<file path="config.mk">
export PLATFORM = sky130hd
export DESIGN_NAME = json_string_unescape_utf8_top
export DESIGN_NICKNAME = d
export VERILOG_FILES = /design/src/rtl/jsu_pkg.sv /design/src/rtl/jsu_decode.sv /design/src/rtl/jsu_burst.sv /design/src/rtl/json_string_unescape_utf8_top.sv
export SDC_FILE = /design/constraint.sdc
export NUM_CORES = 1
export LEC_CHECK = 0
export ABC_AREA = 1
export BUFFER_PORTS_ARGS = -buffer_cell sky130_fd_sc_hd__buf_4
export CAP_MARGIN = 30
export CELL_PAD_IN_SITES_DETAIL_PLACEMENT = 1
export CELL_PAD_IN_SITES_GLOBAL_PLACEMENT = 2
export CORE_UTILIZATION = 37
export DETAILED_ROUTE_END_ITERATION = 7
export PLACE_DENSITY = 0.88
export SETUP_SLACK_MARGIN = 0.1
export SYNTH_ARGS = -nofsm -noshare
export SYNTH_HDL_FRONTEND = slang
export SYNTH_HIERARCHICAL = 1
export SYNTH_SLANG_ARGS = --single-unit
export TNS_END_PERCENT = 5
</file>
<file path="constraint.sdc">
create_clock -name clk -period 9.3 [get_ports clk]
set_input_delay 0.465 -clock clk [delete_from_list [all_inputs] [get_ports clk]]
set_output_delay 0.465 -clock clk [all_outputs]
set_load 0.01 [all_outputs]
</file>
<file path="src/rtl/jsu_pkg.sv">
// JSON string unescape: shared types, character codes and the UTF-8 encoder.
// No dependencies; every other file in rtl/ uses this package.
`timescale 1ns / 1ps
`default_nettype none

package jsu_pkg;

	localparam int unsigned BURST_MAX = 7;

	typedef enum logic [1:0] {
		MODE_START,
		MODE_TEXT,
		MODE_ESC,
		MODE_HEX
	} mode_t;

	typedef enum logic [2:0] {
		ERR_NONE      = 3'd0,
		ERR_UNCLOSED  = 3'd1,
		ERR_OPEN_ESC  = 3'd2,
		ERR_SHORT_HEX = 3'd3,
		ERR_BAD_HEX   = 3'd4,
		ERR_BAD_ESC   = 3'd5,
		ERR_CTRL      = 3'd6
	} err_t;

	typedef enum logic [1:0] {
		P2_NONE,
		P2_RAW,
		P2_CODE
	} p2_t;

	typedef enum logic [1:0] {
		MK_NONE,
		MK_DONE,
		MK_ERR
	} mk_t;

	localparam logic [7:0] CH_QUOTE = 8'h22;
	localparam logic [7:0] CH_BSL   = 8'h5C;
	localparam logic [7:0] CH_SLASH = 8'h2F;
	localparam logic [7:0] CH_N     = 8'h6E;
	localparam logic [7:0] CH_R     = 8'h72;
	localparam logic [7:0] CH_T     = 8'h74;
	localparam logic [7:0] CH_B     = 8'h62;
	localparam logic [7:0] CH_F     = 8'h66;
	localparam logic [7:0] CH_U     = 8'h75;
	localparam logic [7:0] CH_CTRL_END = 8'h20;

	localparam logic [15:0] HI_LO = 16'hD800;
	localparam logic [15:0] HI_HI = 16'hDBFF;
	localparam logic [15:0] LO_LO = 16'hDC00;
	localparam logic [15:0] LO_HI = 16'hDFFF;
	localparam logic [20:0] SUPP_BASE = 21'h10000;

	typedef struct packed {
		logic [7:0] in_byte;
		logic       last_in;
	} item_in_t;

	typedef struct packed {
		logic [7:0] out_byte;
		logic       has_byte;
		logic       done_res;
		logic [2:0] error_code;
		logic       last;
	} item_out_t;

	typedef struct packed {
		mode_t       mode;
		logic [1:0]  hex_count;
		logic [15:0] hex_value;
		logic        hex_bad;
		logic [15:0] pending_high;
		logic        high_waiting;
	} state_t;

	localparam state_t STATE_RESET = '{
		mode: MODE_START, hex_count: 2'd0, hex_value: 16'd0, hex_bad: 1'b0,
		pending_high: 16'd0, high_waiting: 1'b0
	};

	typedef struct packed {
		logic        flush;
		p2_t         p2;
		logic [7:0]  raw;
		logic [20:0] code;
		mk_t         mk;
		err_t        err;
		logic        ended;
	} dec_t;

	typedef struct packed {
		item_out_t [BURST_MAX-1:0] ent;
		logic [2:0]                cnt;
		logic                      ends;
	} burst_t;

	typedef struct packed {
		logic [3:0][7:0] b;
		logic [2:0]      cnt;
	} enc_t;

	function automatic enc_t utf8_enc(input logic [20:0] code);
		enc_t e;
		e = '0;
		if (code < 21'h80) begin
			e.b[0] = code[7:0];
			e.cnt  = 3'd1;
		end else if (code < 21'h800) begin
			e.b[0] = 8'hC0 | {3'b000, code[10:6]};
			e.b[1] = 8'h80 | {2'b00, code[5:0]};
			e.cnt  = 3'd2;
		end else if (code < SUPP_BASE) begin
			e.b[0] = 8'hE0 | {4'b0000, code[15:12]};
			e.b[1] = 8'h80 | {2'b00, code[11:6]};
			e.b[2] = 8'h80 | {2'b00, code[5:0]};
			e.cnt  = 3'd3;
		end else begin
			e.b[0] = 8'hF0 | {5'b00000, code[20:18]};
			e.b[1] = 8'h80 | {2'b00, code[17:12]};
			e.b[2] = 8'h80 | {2'b00, code[11:6]};
			e.b[3] = 8'h80 | {2'b00, code[5:0]};
			e.cnt  = 3'd4;
		end
		return e;
	endfunction

	// {valid, value}
	function automatic logic [4:0] hex_digit(input logic [7:0] b);
		logic [4:0] r;
		r = 5'd0;
		if (b >= 8'h30 && b <= 8'h39) begin
			r = {1'b1, 4'(b - 8'h30)};
		end else if (b >= 8'h61 && b <= 8'h66) begin
			r = {1'b1, 4'(b - 8'h57)};
		end else if (b >= 8'h41 && b <= 8'h46) begin
			r = {1'b1, 4'(b - 8'h37)};
		end
		return r;
	endfunction

endpackage

`default_nettype wire

</file>
<file path="src/rtl/jsu_decode.sv">
// Per-byte decoder: next escape state and the burst of result items for one byte.
// Purely combinational; uses jsu_pkg.
`timescale 1ns / 1ps
`default_nettype none

module jsu_decode (
	input  wire jsu_pkg::state_t   st,
	input  wire jsu_pkg::item_in_t item,
	output jsu_pkg::state_t        nx,
	output jsu_pkg::burst_t        burst
);

	jsu_pkg::dec_t dec;

	// next state and decision
	always_comb begin
		logic       hw_old;
		logic       hw_new;
		logic [4:0] hd;
		logic       bad;
		logic [15:0] val;
		logic [7:0] b;

		b      = item.in_byte;
		nx     = st;
		dec    = '0;
		dec.p2 = jsu_pkg::P2_NONE;
		dec.mk = jsu_pkg::MK_NONE;
		dec.err = jsu_pkg::ERR_NONE;
		hw_old = st.high_waiting;
		hw_new = 1'b0;
		hd     = jsu_pkg::hex_digit(b);
		bad    = st.hex_bad | ~hd[4];
		val    = {st.hex_value[11:0], hd[3:0]};

		unique case (st.mode)
			jsu_pkg::MODE_START: begin
				nx.mode = jsu_pkg::MODE_TEXT;
			end
			jsu_pkg::MODE_TEXT: begin
				if (hw_old && b == jsu_pkg::CH_BSL) begin
					nx.mode = jsu_pkg::MODE_ESC;
				end else begin
					if (hw_old) begin
						dec.flush = 1'b1;
						hw_old = 1'b0;
					end
					if (b == jsu_pkg::CH_QUOTE) begin
						dec.mk    = jsu_pkg::MK_DONE;
						dec.ended = 1'b1;
					end else if (b == jsu_pkg::CH_BSL) begin
						nx.mode = jsu_pkg::MODE_ESC;
					end else if (b < jsu_pkg::CH_CTRL_END) begin
						dec.mk    = jsu_pkg::MK_ERR;
						dec.err   = jsu_pkg::ERR_CTRL;
						dec.ended = 1'b1;
					end else begin
						dec.p2  = jsu_pkg::P2_RAW;
						dec.raw = b;
					end
				end
			end
			jsu_pkg::MODE_ESC: begin
				if (hw_old && b == jsu_pkg::CH_U) begin
					nx.mode      = jsu_pkg::MODE_HEX;
					nx.hex_count = 2'd0;
					nx.hex_value = 16'd0;
					nx.hex_bad   = 1'b0;
				end else begin
					if (hw_old) begin
						dec.flush = 1'b1;
						hw_old = 1'b0;
					end
					nx.mode = jsu_pkg::MODE_TEXT;
					dec.p2  = jsu_pkg::P2_RAW;
					case (b) inside
						jsu_pkg::CH_QUOTE, jsu_pkg::CH_BSL, jsu_pkg::CH_SLASH: dec.raw = b;
						jsu_pkg::CH_N: dec.raw = 8'h0A;
						jsu_pkg::CH_R: dec.raw = 8'h0D;
						jsu_pkg::CH_T: dec.raw = 8'h09;
						jsu_pkg::CH_B: dec.raw = 8'h08;
						jsu_pkg::CH_F: dec.raw = 8'h0C;
						jsu_pkg::CH_U: begin
							dec.p2       = jsu_pkg::P2_NONE;
							nx.mode      = jsu_pkg::MODE_HEX;
							nx.hex_count = 2'd0;
							nx.hex_value = 16'd0;
							nx.hex_bad   = 1'b0;
						end
						default: begin
							dec.p2    = jsu_pkg::P2_NONE;
							dec.mk    = jsu_pkg::MK_ERR;
							dec.err   = jsu_pkg::ERR_BAD_ESC;
							dec.ended = 1'b1;
						end
					endcase
				end
			end
			jsu_pkg::MODE_HEX: begin
				nx.hex_value = val;
				nx.hex_bad   = bad;
				nx.hex_count = st.hex_count + 2'd1;
				if (st.hex_count == 2'd3) begin
					if (bad) begin
						if (hw_old) begin
							dec.flush = 1'b1;
							hw_old = 1'b0;
						end
						dec.mk    = jsu_pkg::MK_ERR;
						dec.err   = jsu_pkg::ERR_BAD_HEX;
						dec.ended = 1'b1;
					end else if (hw_old && val >= jsu_pkg::LO_LO && val <= jsu_pkg::LO_HI) begin
						hw_old   = 1'b0;
						nx.mode  = jsu_pkg::MODE_TEXT;
						dec.p2   = jsu_pkg::P2_CODE;
						dec.code = jsu_pkg::SUPP_BASE
							+ {1'b0, st.pending_high[9:0], val[9:0]};
					end else begin
						if (hw_old) begin
							dec.flush = 1'b1;
							hw_old = 1'b0;
						end
						nx.mode = jsu_pkg::MODE_TEXT;
						if (val >= jsu_pkg::HI_LO && val <= jsu_pkg::HI_HI) begin
							hw_new          = 1'b1;
							nx.pending_high = val;
						end else begin
							dec.p2   = jsu_pkg::P2_CODE;
							dec.code = {5'd0, val};
						end
					end
				end
			end
			default: nx.mode = jsu_pkg::MODE_START;
		endcase

		if (!dec.ended && item.last_in) begin
			dec.mk = jsu_pkg::MK_ERR;
			if (nx.mode == jsu_pkg::MODE_ESC) begin
				dec.err = jsu_pkg::ERR_OPEN_ESC;
			end else if (nx.mode == jsu_pkg::MODE_HEX) begin
				dec.err = jsu_pkg::ERR_SHORT_HEX;
			end else begin
				dec.err = jsu_pkg::ERR_UNCLOSED;
			end
			if (hw_old) begin
				dec.flush = 1'b1;
				hw_old = 1'b0;
			end
			if (hw_new) begin
				dec.p2   = jsu_pkg::P2_CODE;
				dec.code = {5'd0, val};
				hw_new   = 1'b0;
			end
			dec.ended = 1'b1;
		end

		nx.high_waiting = hw_old | hw_new;
		if (dec.ended) begin
			nx = jsu_pkg::STATE_RESET;
		end
	end

	// result items of this byte, in order: flushed high surrogate, raw byte or encoded code, marker
	always_comb begin
		jsu_pkg::enc_t enc;
		logic [2:0]    n;

		burst = '0;
		n     = 3'd0;
		enc   = jsu_pkg::utf8_enc(dec.code);

		if (dec.flush) begin
			burst.ent[0].out_byte = 8'hE0 | {4'd0, st.pending_high[15:12]};
			burst.ent[1].out_byte = 8'h80 | {2'd0, st.pending_high[11:6]};
			burst.ent[2].out_byte = 8'h80 | {2'd0, st.pending_high[5:0]};
			burst.ent[0].has_byte = 1'b1;
			burst.ent[1].has_byte = 1'b1;
			burst.ent[2].has_byte = 1'b1;
			n = 3'd3;
		end

		if (dec.p2 == jsu_pkg::P2_RAW) begin
			burst.ent[n].out_byte = dec.raw;
			burst.ent[n].has_byte = 1'b1;
			n = n + 3'd1;
		end else if (dec.p2 == jsu_pkg::P2_CODE) begin
			for (int k = 0; k < 4; k++) begin
				if (3'(k) < enc.cnt) begin
					burst.ent[n].out_byte = enc.b[k];
					burst.ent[n].has_byte = 1'b1;
					n = n + 3'd1;
				end
			end
		end

		if (dec.mk != jsu_pkg::MK_NONE) begin
			burst.ent[n].done_res   = (dec.mk == jsu_pkg::MK_DONE);
			burst.ent[n].error_code = dec.err;
			n = n + 3'd1;
		end

		if (n != 3'd0) begin
			burst.ent[n - 3'd1].last = 1'b1;
		end
		burst.cnt  = n;
		burst.ends = dec.ended;
	end

endmodule

`default_nettype wire

</file>
<file path="src/rtl/jsu_burst.sv">
// Result buffer: holds one byte's burst and shifts it out one item per cycle while dec_stall is low.
// Uses jsu_pkg; the head entry drives the output channel directly.
`timescale 1ns / 1ps
`default_nettype none

module jsu_burst (
	input  wire                     clk,
	input  wire                     arst_n,
	input  wire                     load,
	input  wire jsu_pkg::burst_t    burst,
	output logic                    free,
	output logic                    dec_valid,
	input  wire                     dec_stall,
	output jsu_pkg::item_out_t      dec_item
);

	jsu_pkg::item_out_t [jsu_pkg::BURST_MAX-1:0] ent_q;
	logic [2:0] cnt_q;
	logic       pop;

	assign dec_valid = (cnt_q != 3'd0);
	assign dec_item  = ent_q[0];
	assign pop       = dec_valid & ~dec_stall;
	assign free      = (cnt_q == 3'd0) | ((cnt_q == 3'd1) & pop);

	always_ff @(posedge clk or negedge arst_n) begin
		if (!arst_n) begin
			cnt_q <= 3'd0;
		end else if (load) begin
			cnt_q <= burst.cnt;
		end else if (pop) begin
			cnt_q <= cnt_q - 3'd1;
		end
	end

	always_ff @(posedge clk) begin
		if (load) begin
			ent_q <= burst.ent;
		end else if (pop) begin
			for (int i = 0; i < jsu_pkg::BURST_MAX - 1; i++) begin
				ent_q[i] <= ent_q[i + 1];
			end
		end
	end

endmodule

`default_nettype wire

</file>
<file path="src/rtl/json_string_unescape_utf8_top.sv">
// Top level of the JSON string unescaper: input register, state, decoder, result buffer.
// Depends on jsu_pkg, jsu_decode and jsu_burst.
//
// channel | valid     | stall     | payload                      | dir
// raw     | raw_valid | raw_stall | raw_item (in_byte, last_in)  | in
// dec     | dec_valid | dec_stall | dec_item (out_byte .. last) | out
//
// One raw byte per cycle when each byte yields at most one result item and dec is not stalled.
// A byte yielding N items (N up to 7) holds the next byte in the input register
// while the result buffer shifts them out, one item per cycle unless dec is stalled.
// A raw byte passes the input register and then the result buffer before its first result item.
// arst_n clears the escape state and both valid flags; the next byte is an opening delimiter.
// A stall on dec backs up into raw_stall once the input register is full.
`timescale 1ns / 1ps
`default_nettype none

module json_string_unescape_utf8_top (
	input  wire                     clk,
	input  wire                     arst_n,
	input  wire                     raw_valid,
	output logic                    raw_stall,
	input  wire jsu_pkg::item_in_t  raw_item,
	output logic                    dec_valid,
	input  wire                     dec_stall,
	output jsu_pkg::item_out_t      dec_item
);

	jsu_pkg::item_in_t raw_s1;
	logic              vld_s1;
	jsu_pkg::state_t   st_q;
	jsu_pkg::state_t   st_nx;
	jsu_pkg::burst_t   burst;
	logic              free;
	logic              consume;
	logic              load;
	logic              accept;

	assign consume   = vld_s1 & ((burst.cnt == 3'd0) | free);
	assign load      = consume & (burst.cnt != 3'd0);
	assign raw_stall = vld_s1 & ~consume;
	assign accept    = raw_valid & ~raw_stall;

	always_ff @(posedge clk or negedge arst_n) begin
		if (!arst_n) begin
			vld_s1 <= 1'b0;
			st_q   <= jsu_pkg::STATE_RESET;
		end else begin
			vld_s1 <= accept | (vld_s1 & ~consume);
			if (consume) begin
				st_q <= st_nx;
			end
		end
	end

	always_ff @(posedge clk) begin
		if (accept) begin
			raw_s1 <= raw_item;
		end
	end

	jsu_decode u_decode (
		.st    (st_q),
		.item  (raw_s1),
		.nx    (st_nx),
		.burst (burst)
	);

	jsu_burst u_burst (
		.clk       (clk),
		.arst_n    (arst_n),
		.load      (load),
		.burst     (burst),
		.free      (free),
		.dec_valid (dec_valid),
		.dec_stall (dec_stall),
		.dec_item  (dec_item)
	);

	a_marker_last: assert property (@(posedge clk) disable iff (!arst_n)
		(dec_valid && (dec_item.done_res || dec_item.error_code != jsu_pkg::ERR_NONE))
		|-> (dec_item.last && !dec_item.has_byte))
		else $error("marker item not last or carries a byte");

	a_load_when_drained: assert property (@(posedge clk) disable iff (!arst_n)
		load |-> (!dec_valid || (dec_item.last && !dec_stall)))
		else $error("burst loaded over undelivered items");

	a_end_clears: assert property (@(posedge clk) disable iff (!arst_n)
		(consume && burst.ends)
		|=> (st_q.mode == jsu_pkg::MODE_START && !st_q.high_waiting))
		else $error("state not cleared after done or error");

endmodule

`default_nettype wire

</file>
==> results.ini, run 1 <==
[detailed_routing]
wire_per_inst_um = 19.9
route.antenna.remaining_nets = 0
via_per_inst = 5.38
vias = 10300
route.detailed.drc = 0
drt-total-wl_um = 38300
dr.pass1.iters = 5
drt_iter0_markers = 851

[timing]
rsz0062_at_grt = no
finalCritPeriodShare_pct = 77.8
slew_violations = 0
fin_skew_ns = 0.0158
setup_ws_ns = 2.07
fin_setup_tns_ns = 0
max_freq_ghz = 0.138
hold_viol_final = 0
setup_viol = 0
max_slew_margin_pct = 36.0
fin_crit_ns = 7.23
worst_slew_pin_slew_ns = 0.959

[placement]
place_congestion = 0.945
dp_cells = 1891
io_buffers = 28
dp_hpwl_um = 28400
post-place-ws_ns = 2.25

[yosys]
netlist_instances = 1534
postSynthAreaPerCell_um2 = 7.12
yosysWarnings = 6
synth_area_um2 = 10900

[layout]
diodes = 0
n_fill_cell = 3665
finish.utilization_pct = 41.3
syn_to_final_growth_pct = 9.19
stdcell_count = 1922
fin_nets = 1565
drive_above_1_share_pct = 10.7

[power_and_ir_drop]
seqPwrFrac_pct = 41.0
pwr-share-comb_pct = 31.1
pwr_density_cell_nw_per_um2 = 231
vdd_drop_max_v = 0.000121
power.leakage_nw = 5.43
p_sw_share_pct = 36.0
power.net_switching_uw = 989
p_int_mw = 1.76
finalPower_mw = 2.75
clkPwrFrac_pct = 27.8

[critical_path]
cp_common_cell = nand2_1
critPathLaunchType = register
cp.arrival_ns = 7.33
cp-end-kind = register
max_stage_delay_ns = 0.66
cp_data_required_time_ns = 9.40
crit_path_top_delay_cell = nand2_4
worstPathMaxFanout = 68
critical_path_class = register to register

[floorplan]
initial_core_util_pct = 37.9
die_width_um = 174
die_area_um2 = 30200
ios = 29
core_um2 = 28900
die_h_um = 174
num_rows = 62

[run]
drv_cap = 0

[clocking]
postCtsHoldBufs = 0
htree_levels = 4
clk_pin_slew_worst_paths_ns = 0.07
cts_resized = 0
clock_latency_ns = 0.43
numCtsBuffers = 17
cts_setup_buffers = 0
cts_tree = built
cts_sinks = 145
clock_path_buffers = 2
cts_root_buffer = clkbuf_16

[hold_path]
hp-class = primary input to asynchronous set/reset pin

[outcome]
status = finished, final reports clean

[grt]
grt_busiest_layer = met2
grt_max_degree = 87
globalRouteOverflowTotal = 0
grtUsageMet3_pct = 3.66
grt_use_met1_pct = 34.6
grt_pass1_wl_um = 60700
grt_pass1_vias = 10400
grt_usage_pct = 25.9
use_met2_pct = 43.4
grt_antenna_before_repair = 0

## critical path: cells and delay by family (launching register included)
family / cells / cell delay (ns)
and+or+nand+nor: 22 / 3.54
buffers and inverters: 10 / 1.77
adders and majority gates: 3 / 1.00
DFF: 1 / 0.47
AOI/OAI and AO/OA: 1 / 0.08
## stage by stage
stage               instance area [µm²]  hold slack [ns]
floorplan                         11000            0.169
global placement                  11300            0.453
detailed placement                11300            0.467
CTS                               11900           0.0339
global route                      11900           0.0611
finish                            11900           0.0241
## final cells by class
| cell class | instances | area, µm² | area share [%] |
|---|---|---|---|
| Inverter | 163 | 616 | 5.16 |
| Clock inverter | 12 | 206 | 1.73 |
| Clock buffer | 19 | 433 | 3.63 |
| Timing Repair Buffer | 41 | 328 | 2.75 |
| Tap cell | 384 | 480 | 4.03 |
| Multi-Input combinational cell | 1158 | 5700 | 47.8 |
| Sequential cell | 145 | 4160 | 34.9 |
## flip-flops by register name (all words and copies together) (netlist names)
| signal | cells |
|---|---|
| raw_s1 | 9 |
| u_burst/dec_item | 14 |
| u_burst/cnt_q | 3 |
| u_burst/ent_q | 84 |
| vld_s1 | 1 |
| st_q | 34 |
## power groups by stage
stage / registers (mW) / clock network, mW / logic, mW
2_1_floorplan: 1.12 / 0 / 0.656
3_3_place_gp: 1.14 / 0 / 0.825
3_5_place_dp: 1.15 / 0 / 0.862
4_1_cts: 1.13 / 0.783 / 0.868
5_1_grt: 1.15 / 0.809 / 0.969
6_report: 1.13 / 0.766 / 0.857
## routing by layer
layer  vias up  wire length [µm]
met3        44              1680
met2       243             18500
met5         -                 0
met1      5069             17300
li1       4984                 -
met4         0               805
## placed cells by master (no fill, tap or decap), types with 3 or more instances in the layout
| cell | instances |
|---|---|
| nand2_1 | 535 |
| a31oi_1 | 4 |
| clkbuf_16 | 17 |
| nand3b_1 | 4 |
| o21ai_1 | 10 |
| bufinv_16 | 5 |
| o21ai_2 | 4 |
| buf_4 | 40 |
| o211ai_1 | 20 |
| ha_1 | 25 |
| o21ai_0 | 73 |
| nand4_2 | 3 |
| nand2_2 | 15 |
| nor3_1 | 23 |
| a22oi_1 | 9 |
| a211oi_1 | 8 |
| clkinv_2 | 3 |
| edfxtp_1 | 107 |
| conb_1 | 15 |
| inv_2 | 18 |
| nor3_2 | 3 |
| o22ai_1 | 21 |
| nand2_4 | 7 |
| dfrtp_1 | 38 |
| nor2_1 | 139 |
| nand3_1 | 108 |
| nand4_1 | 6 |
| o21a_1 | 7 |
| nand3_2 | 12 |
| inv_1 | 141 |
| nor2_2 | 11 |
| nor2_4 | 6 |
| a21oi_1 | 60 |
## path summary, 6_finish.rpt
| kind | to | slack, ns | cells after the start | from |
|---|---|---|---|---|
| max | u_burst/dec_item[9]$_DFFE_PP_ | 2.07 | 36 | raw_s1[1]$_DFFE_PP_ |
| min | st_q[18]$_DFFE_PN0P_ | 0.02 | 1 | arst_n |
| max reg2reg | u_burst/dec_item[9]$_DFFE_PP_ | 2.07 | 36 | raw_s1[1]$_DFFE_PP_ |
| min reg2reg | st_q[18]$_DFFE_PN0P_ | 0.48 | 2 | st_q[18]$_DFFE_PN0P_ |
| max in group asynchronous | u_burst/cnt_q[1]$_DFFE_PN0P_ | 8.85 | 1 | arst_n |
| min in group clk | raw_s1[1]$_DFFE_PP_ | 0.21 | 1 | raw_item[1] |
Power figures use the tool's default switching activity.
==> run 2: changes to the inputs <==
- CORE_UTILIZATION: 37 -> 34
- PLACE_DENSITY: 0.88 -> 0.85
- clock period: 9.3 -> 6.1 ns (I/O delays scaled with it)
==> results.ini, run 2 (synthesized netlist as in run 1, its figures left out) <==
[layout]
syn_to_final_growth_pct = 11.7
drive_above_1_share_pct = 12.5
top_register = u_burst/ent_q
final_cell_mix = nand2_1, inv_1, nor2_1, nand3_1, edfxtp_1
stdcell_count = 1969
final_common_cell = nand2_1
diodes = 0
fin_nets = 1593
largest_reg_flops = 84

[timing]
finalCritPeriodShare_pct = 93.5
rsz0062_at_grt = yes
fin_skew_ns = 0.0139
fin_setup_tns_ns = 0
max_slew_margin_pct = 35.6
worst_slew_pin_slew_ns = 0.957
max_freq_ghz = 0.175
setup_viol = 0
fin_crit_ns = 5.70
slew_violations = 0
hold_slack_ns = 0.0302
hold_viol_final = 0

[power_and_ir_drop]
pwr_density_cell_nw_per_um2 = 345
pwr-share-comb_pct = 32.5
power.leakage_nw = 5.57
vdd_drop_max_v = 0.000209
p_sw_share_pct = 37.8
seqPwrFrac_pct = 40.9
power.net_switching_mw = 1.59
p_int_mw = 2.62
clkPwrFrac_pct = 26.7

[clocking]
clock_path_buffers = 2
htree_levels = 4
numCtsBuffers = 17
clk_pin_slew_worst_paths_ns = 0.07
cts_tree = built
cts_root_buffer = clkbuf_16
clock_latency_ns = 0.45
cts_sinks = 145

[outcome]
status = finished, final reports clean

[critical_path]
reg2reg_slack_ns = 0.44
worstPathMaxFanout = 10
crit_path_top_delay_cell = fa_1
reg2reg_depth = 35
reg2reg_to = u_burst/ent_q[63]$_DFFE_PP_
critical_path_class = register to output pin
crit_end = raw_stall
max_stage_delay_ns = 0.56
r2r_start = raw_s1[1]$_DFFE_PP_
cp.arrival_ns = 5.40
timing.critical_path.from = raw_s1[1]$_DFFE_PP_
cp-end-kind = output pin
critPathLaunchType = register
cp_data_required_time_ns = 5.79

[grt]
grt_antenna_before_repair = 0
grt_max_degree = 90
grt_usage_pct = 24.2
grt_pass1_vias = 10500
globalRouteOverflowTotal = 0
grt_pass1_wl_um = 61200

[hold_path]
min_delay_path_depth = 1
hp-class = primary input to register

[detailed_routing]
route.antenna.remaining_nets = 0
drt-total-wl_um = 38900
wire_per_inst_um = 19.7
route.detailed.drc = 0
via_per_inst = 5.35
vias = 10500
dr.pass1.iters = 5
drt_iter0_markers = 733

[floorplan]
die_h_um = 181
initial_core_util_pct = 34.6
num_rows = 65
die_area_um2 = 32900
core_um2 = 31600
die_width_um = 181
ios = 29

[run]
drv_cap = 0

[placement]
dp_cells = 1930
place_congestion = 0.902
dp_hpwl_um = 28900
io_buffers = 28

==> run 2: cell types whose count changed in the layout (fill, tap and decap cells not counted), sizes merged <==
| cell | previous run | this run |
|---|---|---|
| clkinvlp | 0 | 2 |
| bufinv | 5 | 2 |
| clkinv | 7 | 5 |
| clkbuf | 19 | 18 |
| dlygate4sd3 | 0 | 1 |
| inv | 163 | 169 |
| buf | 41 | 67 |
==> run 2: through the flow <==
step / utilization, % / power [mW] / setup slack (ns) / instance area (µm²)
5_1_grt: 38.7 / 4.46 / 0.000502 / 12200
4_1_cts: 38.3 / 4.20 / 0.181 / 12100
6_report: 38.7 / 4.21 / 0.398 / 12200
3_5_place_dp: 36.3 / 3.07 / 0.0369 / 11500
3_3_place_gp: 36.3 / 3.03 / 0.199 / 11500
2_1_floorplan: - / 2.69 / 0.373 / 11000
==> run 2: how the worst min path moves through the flow <==
| stage | from | to | slack [ns] |
|---|---|---|---|
| after floorplan | arst_n | st_q[0]$_DFFE_PN0P_ | 0.009 |
| after CTS | raw_item[4] | raw_s1[4]$_DFFE_PP_ | 0.01 |
| after global placement | arst_n | st_q[20]$_DFFE_PN0P_ | 0.34 |
| after detailed placement | arst_n | st_q[20]$_DFFE_PN0P_ | 0.34 |
| final | raw_item[4] | raw_s1[4]$_DFFE_PP_ | 0.03 |
| after global routing | raw_item[4] | raw_s1[4]$_DFFE_PP_ | 0.02 |
==> run 2: power by group through the flow <==
stage	Clock, mW	Combinational (mW)	Sequential (mW)
after floorplan	0	1.00	1.68
after global placement	0	1.29	1.74
after detailed placement	0	1.33	1.74
after CTS	1.14	1.33	1.73
after global routing	1.18	1.53	1.75
final	1.12	1.37	1.72
==> run 2: worst max-delay path, delay by kind of cell (launching register included) <==
kind                     cells  cell delay [ns]
AND/OR/NAND/NOR             21             2.51
buffers and inverters        8             0.91
adder cells (fa/ha/maj)      3             0.89
flip-flops                   1             0.46
AO/OA/AOI/OAI                1             0.16
==> run 2: metal layers <==
metal	routed length, µm	track usage, %	up-vias
met1	18100	32.7	5190
li1	-	-	5041
met4	955	8.10	0
met5	0	0	-
met3	1680	3.25	56
met2	18200	39.6	239
==> run 2: repair_timing <==
item,CTS,global route
hold buffers,1,0
buffers inserted,0,5
gates resized for setup,1,14
cloned,0,1
endpoints found under the setup margin,75,205
hold endpoints to repair,38,0
==> run 2: cell type report <==
| class | instances | area, µm² |
|---|---|---|
| clock buffer | 17 | 425 |
| clock inverter | 15 | 185 |
| fill | 3993 | 19400 |
| inverter | 163 | 618 |
| multi-input combinational | 1158 | 5720 |
| sequential | 145 | 4160 |
| tap | 402 | 503 |
| timing repair buffer | 69 | 586 |
==> run 3: changes to the inputs <==
- ABC_AREA: 1 -> default
- CORE_UTILIZATION: 34 -> 38
- PLACE_DENSITY: 0.85 -> 0.84
- SLEW_MARGIN: default -> 20
==> results.ini, run 3 <==
[critical_path]
critical_path_class = register to output pin
max_stage_delay_ns = 0.60
crit_buf_inv = 5
reg2reg_depth = 21
timing.critical_path.from = raw_s1[1]$_DFFE_PP_
crit_path_top_delay_cell = fa_2
cp_cell_sequence = inv_2 -> ha_1 -> and3_1 -> a22oi_2 -> nand4_1 -> a21oi_2 -> nand2_1 -> a211o_1 -> fa_2 -> inv_2 -> or3_4 -> o211ai_1 -> nor2_1 -> nor2_1 -> ha_2 -> nand2_2 -> xor2_4 -> nor3_4 -> buf_4 -> nor3b_2 -> buf_4 -> buf_4
crit_cells = 22
critPathLaunchType = register
reg2reg_to = u_burst/ent_q[75]$_DFFE_PP_
cp_common_cell = buf_4
cp-end-kind = output pin
worstPathMaxFanout = 8
cp.arrival_ns = 5.55
path_delay_family = simple AND/OR/NAND/NOR gates
crit_end = raw_stall
reg2reg_slack_ns = 0.29
r2r_start = raw_s1[1]$_DFFE_PP_
cp_data_required_time_ns = 5.79

[detailed_routing]
route.antenna.remaining_nets = 0
via_per_inst = 5.97
wire_per_inst_um = 24.0
dr.pass1.iters = 5
route.detailed.drc = 0
vias = 9132
drt_iter0_markers = 779
drt-total-wl_um = 36700

[clocking]
cts_tree = built
clock_latency_ns = 0.45
numCtsBuffers = 17
htree_levels = 4
cts_root_buffer = clkbuf_16
clk_pin_slew_worst_paths_ns = 0.06
cts_sinks = 145
clock_path_buffers = 2

[power_and_ir_drop]
finalPower_mw = 4.81
vdd_drop_max_v = 0.000212
power.leakage_nw = 4.77
pwr_density_cell_nw_per_um2 = 386

[floorplan]
die_area_um2 = 29800
num_rows = 62
core_um2 = 28700
ios = 29
die_width_um = 173
die_h_um = 173
initial_core_util_pct = 38.5

[layout]
design_area_um2 = 12500
stdcell_count = 1529
diodes = 0
drive_above_1_share_pct = 26.5
final_common_cell = nor2_1
top_register = u_burst/ent_q
fin_nets = 1171
n_fill_cell = 3259
final_cell_mix = nor2_1, edfxtp_1, mux2_4, buf_4, nand2_1
largest_reg_flops = 84
syn_to_final_growth_pct = 12.6

[grt]
grt_usage_pct = 24.6
grt_max_degree = 58
grt_pass1_wl_um = 55500
grt_pass1_vias = 9061
grt_antenna_before_repair = 1
globalRouteOverflowTotal = 0

[timing]
rsz0062_at_grt = yes
finalCritPeriodShare_pct = 96.0
fin_crit_ns = 5.85
max_freq_ghz = 0.171
worst_slew_pin_slew_ns = 1.04
slew_violations = 0
hold_viol_final = 0
fin_setup_tns_ns = 0
fin_skew_ns = 0.0143
setup_viol = 0
max_slew_margin_pct = 30.6
hold_slack_ns = 0.0379

[outcome]
status = finished, final reports clean

[placement]
dpl-instance-area_um2 = 11700
place_congestion = 0.961
io_buffers = 28
dp_hpwl_um = 26600
dp_cells = 1487

[hold_path]
hp-start = raw_item[4]
hp-class = primary input to register

[run]
drv_cap = 0

[yosys]
yosysWarnings = 6
netlist_instances = 1100
postSynthAreaPerCell_um2 = 10.1
synth_area_um2 = 11100

run 3: changes by cell type in the layout (fill, tap and decap cells not counted), moves of 16 or more:
cell,before,now
mux2_4,0,93
nand3_1,108,38
o21ai_0,72,54
mux2i_1,0,16
nand2_1,535,81
inv_1,140,19
mux2_2,0,26
buf_4,63,82
run 3: final cells by class:
cell class / count / area (µm²) / area share, %
clock buffers: 18 / 429 / 3.44
clock inverters: 14 / 169 / 1.36
inverters: 27 / 106 / 0.854
multi-input cells: 850 / 6330 / 50.8
flip-flops and latches: 145 / 4160 / 33.4
well taps: 384 / 480 / 3.86
repair buffers: 91 / 781 / 6.27
run 3: per-stage QoR:
stage                     utilization, %  worst slack [ns]
after floorplan                        -            -0.439
after global placement              40.8             0.242
after detailed placement            40.8             0.164
after CTS                           43.0             0.105
after global routing                43.4            0.0110
final                               43.4             0.246
run 3: report_power, final:
part           total (mW)  internal (mW)  leakage (nW)  switching (mW)
Clock                1.11          0.618         0.291           0.491
Sequential           1.75           1.61          1.60           0.142
Combinational        1.96          0.984          2.89           0.971
run 3: metal layers:
| layer | up-vias | GRT usage [%] | part of all wire [%] |
|---|---|---|---|
| li1 | 4124 | - | - |
| met3 | 69 | 4.68 | 6.2 |
| met1 | 4610 | 33.0 | 44 |
| met2 | 327 | 38.8 | 47 |
| met4 | 2 | 9.93 | 2.9 |
| met5 | - | 0 | 0.035 |
run 3: repair_timing:
action / in CTS / in global routing
gates cloned: 0 / 2
resized for setup: 1 / 4
buffers inserted: 0 / 4
hold buffers: 1 / 0
pin swaps: 0 / 2
hold endpoints to repair: 38 / 0
endpoints found under the setup margin: 1 / 178
run 3: worst min path at each step:
stage                            to  cells past startpoint  slack, ns
3_5_place_dp    st_q[1]$_DFFE_PN0P_                      1       0.36
4_1_cts         raw_s1[4]$_DFFE_PP_                      1       0.02
3_3_place_gp   st_q[19]$_DFFE_PN0P_                      1       0.35
2_1_floorplan   st_q[0]$_DFFE_PN0P_                      0      0.009
6_report        raw_s1[4]$_DFFE_PP_                      1       0.04
5_1_grt         raw_s1[3]$_DFFE_PP_                      1       0.03
